**src/rtl/csd_pkg.sv**
```systemverilog
// Shared types and constants for the capsule signed distance pipeline.
// No dependencies; every other rtl file imports this package.
`default_nettype none

package csd_pkg;

    localparam int SQW    = 66;   // squared distances and dot products, magnitude
    localparam int TFRAC  = 30;   // fraction bits of the projection parameter
    localparam int ROOTW  = 33;   // floor square root of a SQW-bit value
    localparam int QW     = 25;   // quotient bits of the scaling divider
    localparam int NW     = 57;   // scaling numerator width
    localparam int NLANE  = 6;    // three gradient lanes, three surface lanes

    localparam logic [15:0] ONE_Q14 = 16'd16384;
    localparam logic [13:0] TINY_K  = 14'd9999;

    localparam logic signed [31:0] RST_START_Z = -32'sd12800;
    localparam logic signed [31:0] RST_END_Z   = 32'sd12800;
    localparam logic [23:0]        RST_RADIUS  = 24'd6400;

    typedef enum logic [2:0] {
        REG_START_X,
        REG_START_Y,
        REG_START_Z,
        REG_END_X,
        REG_END_Y,
        REG_END_Z,
        REG_RADIUS
    } t_reg_idx;

    typedef enum logic [1:0] {
        T_ZERO,
        T_ONE,
        T_DIV
    } t_tmode;

    typedef struct packed {
        logic signed [31:0] point_x;
        logic signed [31:0] point_y;
        logic signed [31:0] point_z;
    } t_in;

    typedef struct packed {
        logic signed [31:0] signed_dist;
        logic signed [15:0] grad_x;
        logic signed [15:0] grad_y;
        logic signed [15:0] grad_z;
        logic signed [31:0] surf_x;
        logic signed [31:0] surf_y;
        logic signed [31:0] surf_z;
        logic signed [15:0] surf_norm_x;
        logic signed [15:0] surf_norm_y;
        logic signed [15:0] surf_norm_z;
        logic               is_inside;
        logic               on_axis;
    } t_out;

    // carried alongside the projection divider
    typedef struct packed {
        logic [2:0][31:0] p;
        t_tmode           mode;
        logic             tiny;
        logic [SQW-1:0]   csum;
    } t_fd_sb;

    // carried alongside the square root
    typedef struct packed {
        logic [2:0][31:0] c;
        logic [2:0][32:0] comp;
        logic             axis;
        logic             in_cap;
    } t_sq_sb;

    // carried alongside the scaling divider
    typedef struct packed {
        logic [2:0][31:0] c;
        logic [2:0]       neg;
        logic             axis;
        logic             in_cap;
    } t_sd_sb;

endpackage

`default_nettype wire

```
**src/rtl/csd_isqrt.sv**
```systemverilog
// Pipelined floor square root, one result bit per stage.
// Depends on csd_pkg.
`default_nettype none

module csd_isqrt
    import csd_pkg::*;
#(
    parameter int SBW = 1
) (
    input  logic             i_clk,
    input  logic             i_rst_n,
    input  logic             i_en,
    input  logic             i_valid,
    input  logic [SQW-1:0]   i_rad,
    input  logic [SBW-1:0]   i_sb,
    output logic             o_valid,
    output logic [ROOTW-1:0] o_root,
    output logic [SBW-1:0]   o_sb
);

    logic [ROOTW-1:0] r_v;
    logic [SQW-1:0]   r_x   [ROOTW];
    logic [SQW-1:0]   r_res [ROOTW];
    logic [SBW-1:0]   r_sb  [ROOTW];
    logic [2*SQW-1:0] c_st  [ROOTW];

    // returns {remaining radicand, partial root}
    function automatic logic [2*SQW-1:0] sq_step(input logic [SQW-1:0] x,
                                                 input logic [SQW-1:0] res,
                                                 input int b);
        logic [SQW:0] one;
        logic [SQW:0] trial;
        one   = (SQW+1)'(1) << (2 * b);
        trial = {1'b0, res} + one;
        if ({1'b0, x} >= trial) begin
            sq_step = {SQW'({1'b0, x} - trial), SQW'(({1'b0, res} >> 1) + one)};
        end else begin
            sq_step = {x, res >> 1};
        end
    endfunction

    always_comb begin
        c_st[0] = sq_step(i_rad, '0, ROOTW - 1);
        for (int k = 1; k < ROOTW; k++) begin
            c_st[k] = sq_step(r_x[k-1], r_res[k-1], ROOTW - 1 - k);
        end
    end

    always_ff @(posedge i_clk) begin
        if (!i_rst_n) begin
            r_v <= '0;
        end else if (i_en) begin
            r_v <= {r_v[ROOTW-2:0], i_valid};
        end
    end

    always_ff @(posedge i_clk) begin
        if (i_en) begin
            r_x[0]   <= c_st[0][2*SQW-1:SQW];
            r_res[0] <= c_st[0][SQW-1:0];
            r_sb[0]  <= i_sb;
            for (int k = 1; k < ROOTW; k++) begin
                r_x[k]   <= c_st[k][2*SQW-1:SQW];
                r_res[k] <= c_st[k][SQW-1:0];
                r_sb[k]  <= r_sb[k-1];
            end
        end
    end

    assign o_valid = r_v[ROOTW-1];
    assign o_root  = r_res[ROOTW-1][ROOTW-1:0];
    assign o_sb    = r_sb[ROOTW-1];

endmodule

`default_nettype wire

```
**config.mk**
```make
export PLATFORM = sky130hd
export DESIGN_NAME = csd_isqrt
export DESIGN_NICKNAME = d
export VERILOG_FILES = /design/src/rtl/csd_pkg.sv /design/src/rtl/csd_isqrt.sv
export SDC_FILE = /design/constraint.sdc
export NUM_CORES = 2
export LEC_CHECK = 0
export BUFFER_PORTS_ARGS = -buffer_cell sky130_fd_sc_hd__buf_2
export CAP_MARGIN = 5
export CORE_AREA = 4 4 765 577
export DETAILED_ROUTE_END_ITERATION = 10
export DIE_AREA = 0 0 769 581
export GPL_ROUTABILITY_DRIVEN = 0
export PLACE_DENSITY = 0.49
export RECOVER_POWER = 50
export SYNTH_ARGS = -nofsm -noshare
export SYNTH_HDL_FRONTEND = slang
export SYNTH_MEMORY_MAX_BITS = 65536
export SYNTH_SLANG_ARGS = --single-unit
```
**constraint.sdc**
```tcl
create_clock -name i_clk -period 3.9 [get_ports i_clk]
set_input_delay 0.39 -clock i_clk [delete_from_list [all_inputs] [get_ports i_clk]]
set_output_delay 0.39 -clock i_clk [all_outputs]
set_load 0.05 [all_outputs]
```
==> metrics.txt <==
result of the run=finished with violations; failing checks=capacitance limit, slew limit; Yosys reg bits=2739; Final Skew=0.108 ns; leakage power total=57.3 nW; VDD IR-drop max=0.380 mV; Row Count=210; clock input transition at the sequential cells of the worst setup and hold paths=0.07 ns; utilization after layout=35.3%; critical setup path kind=register to register; Starting DRT DRC Count=8257; Synth Instances=10300; worst slew margin relative to its limit=-110%; number of filler instances in the final layout=42000; Fin. Hold Viols=0; top-count cell post-synth=sky130_fd_sc_hd__edfxtp_1; kind of end point of the critical path=register; port buffer count=105; TritonCTS Sinks=2739; unrepaired setup endpoints after global routing=yes; global-route wire length before repair=518000 um; share of layout cells above drive strength 1=12.5%; Post-Place Setup Slack=-0.895 ns; number of max-slew violations in the final report=1154; arrival time of the worst setup path=4.52 ns; number of setup violations in the final report=0; Fin Setup TNS=0 ns; startpoint type of the worst setup path=register; Register Area=81900 um^2; most frequent cells after synthesis=sky130_fd_sc_hd__edfxtp_1, sky130_fd_sc_hd__inv_1, sky130_fd_sc_hd__nor2_1; detailed-router iteration count before antenna repair=6; Total Nets Final=11800; Area Overhead vs Synth=18.1%; post-detailed-route wirelength per cell=20.0 um; kind of path behind the tightest hold check=input port to register; power density of the placed cells=587 nW/um^2; global routing usage summed across all routing layers=14.9%; Avg Synthesized Cell Area=12.6 um^2; clock insertion delay at the later pin of the skew report=0.97 ns; post-route worst setup slack=0.0121 ns; effective utilization at floorplan=29.9%; placeable core region=435000 um^2; net count after synthesis=10900; number of max-capacitance violations reported=15; share of Yosys cell area claimed by the top area cell type=62.6%; overall overflow remaining after global route=0; biggest area consumer among synthesized cells=sky130_fd_sc_hd__edfxtp_1; Max Freq=0.257 GHz; DRT antenna net count=0; number of remaining DRC errors=0; CTS tree=done; via count=85400; maximum net fanout on the critical path=6; Detail Placement HPWL=260000 um; Max clock buf depth=4; height of the chip=581 um; DIE WIDTH=769 um; final wirelength=345000 um; I/O Pins=106; combined area of the multi-input logic cells=45300 um^2; worst hold slack across all endpoints=0.131 ns; critical path data required time=4.53 ns; transition at the pin with the smallest max-transition slack=3.14 ns; clock root buffer master=sky130_fd_sc_hd__clkbuf_16; library cells used by synthesis=93; via/cell ratio=4.96; number of enable-type register cells in the synthesized netlist=2706; count of yosys warnings during synthesis=0; Synth Flop Type=sky130_fd_sc_hd__edfxtp_1; part of the Yosys area used for sequential elements=63.1%; die footprint=447000 um^2; largest net degree at the start of global routing=192; vias in the first global route=82000; cell area after synthesis=130000 um^2; initial antenna violation count=16; number of levels in the clock H-tree=5; Final Cycle Share=99.7%; biggest area contributors in the synthesized netlist=sky130_fd_sc_hd__edfxtp_1, sky130_fd_sc_hd__ha_1, sky130_fd_sc_hd__xnor2_1, sky130_fd_sc_hd__xor2_1, sky130_fd_sc_hd__a21oi_1; TritonCTS Buffers=299; time the worst path needs with I/O delays and setup=3.89 ns; fraction of registers with async set/reset=0%
timing repair:
action / 4_1_cts / 5_1_grt
hold buffers: 73 / 0
setup endpoints to repair: 146 / 292
pin swaps: 15 / 33
buffers inserted: 10 / 24
endpoints found under the hold margin: 108 / 0
gates cloned: 0 / 1
gates resized for setup: 59 / 154
power by group:
group	switching (mW)	leakage (nW)	internal (mW)	total, mW
sequential	3.16	26.3	37.3	40.5
clock	12.4	4.83	16.7	29.1
combinational	11.7	26.1	8.67	20.4
total	27.3	57.3	62.6	89.9
registers in the layout (all words and copies together), names as in the netlist:
| name | count |
|---|---|
| r_v | 33 |
| r_x | 2112 |
| r_res | 561 |
| r_sb | 33 |
through the flow:
stage	cell area, um^2	instances	power, mW
after floorplan	130000	10300	52.4
after global placement	141000	16600	60.2
after detailed placement	141000	16600	60.5
after CTS	153000	17200	90.1
after global routing	153000	17200	94.3
final	153000	17200	89.9
layout make-up:
type / instances / area share [%]
well taps: 5830 / 4.76
flip-flops and latches: 2739 / 53.4
multi-input cells: 6592 / 29.6
clock inverters: 205 / 1.48
clock buffers: 336 / 5.04
inverters: 734 / 1.80
repair buffers: 783 / 3.90
diodes: 3 / 0.00490
critical path, stage by stage, from the launching register on:
cell and delay [ns]:
sky130_fd_sc_hd__edfxtp_1 0.63, sky130_fd_sc_hd__or3_1 0.60, sky130_fd_sc_hd__or4_1 0.50, sky130_fd_sc_hd__or4_1 0.50, sky130_fd_sc_hd__nor4bb_2 0.38, sky130_fd_sc_hd__o31a_1 0.26
sky130_fd_sc_hd__buf_4 0.15, sky130_fd_sc_hd__buf_12 0.10, sky130_fd_sc_hd__nor2_1 0.06, sky130_fd_sc_hd__nand4_1 0.15, sky130_fd_sc_hd__xnor2_2 0.11, sky130_fd_sc_hd__buf_4 0.18
layer usage:
metal  vias up  GRT usage (%)  share of wire (%)
li1      40200              -                  -
met1     41800           23.0                 49
met2      2814           20.3                 39
met3       479           3.98                9.0
met4        10           3.53                2.4
met5         -              0              0.023
worst paths after layout:
kind                                    from            to  slack (ns)  cells past startpoint
worst min-delay path               i_rad[58]    r_x[0][58]        0.13                      2
worst min register to register    r_sb[4][1]    r_sb[5][0]        0.41                      0
worst max-delay path            r_x[0][1561]  r_x[0][1637]        0.01                     11
worst max register to register  r_x[0][1561]  r_x[0][1637]        0.01                     11
cells in the final DEF, fill, tap and decap left out, drive strengths merged, types with 50 or more instances in the layout:
master / instances
a31oi: 52
ha: 590
dlygate4sd3: 73
nand2: 632
clkinv: 127
nand4: 170
nor4: 366
nor2b: 120
a21o: 231
xnor2: 467
mux2: 83
inv: 753
nand3: 149
nor2: 685
nand2b: 115
o21a: 110
or4: 79
or3: 119
buf: 653
o21ai: 468
o21bai: 50
a21oi: 683
xor2: 467
clkbuf: 393
edfxtp: 2706
nor3: 286
cells by family after synthesis:
logic type	Yosys count	synth area share (%)
mux	124	1.04
buf+inv	938	2.73
xor+xnor	934	6.31
simple gates	3015	12.0
compound gates	1929	9.10
flops	2739	63.1
fa+ha+maj	590	5.69
Power figures use the tool's default switching activity.
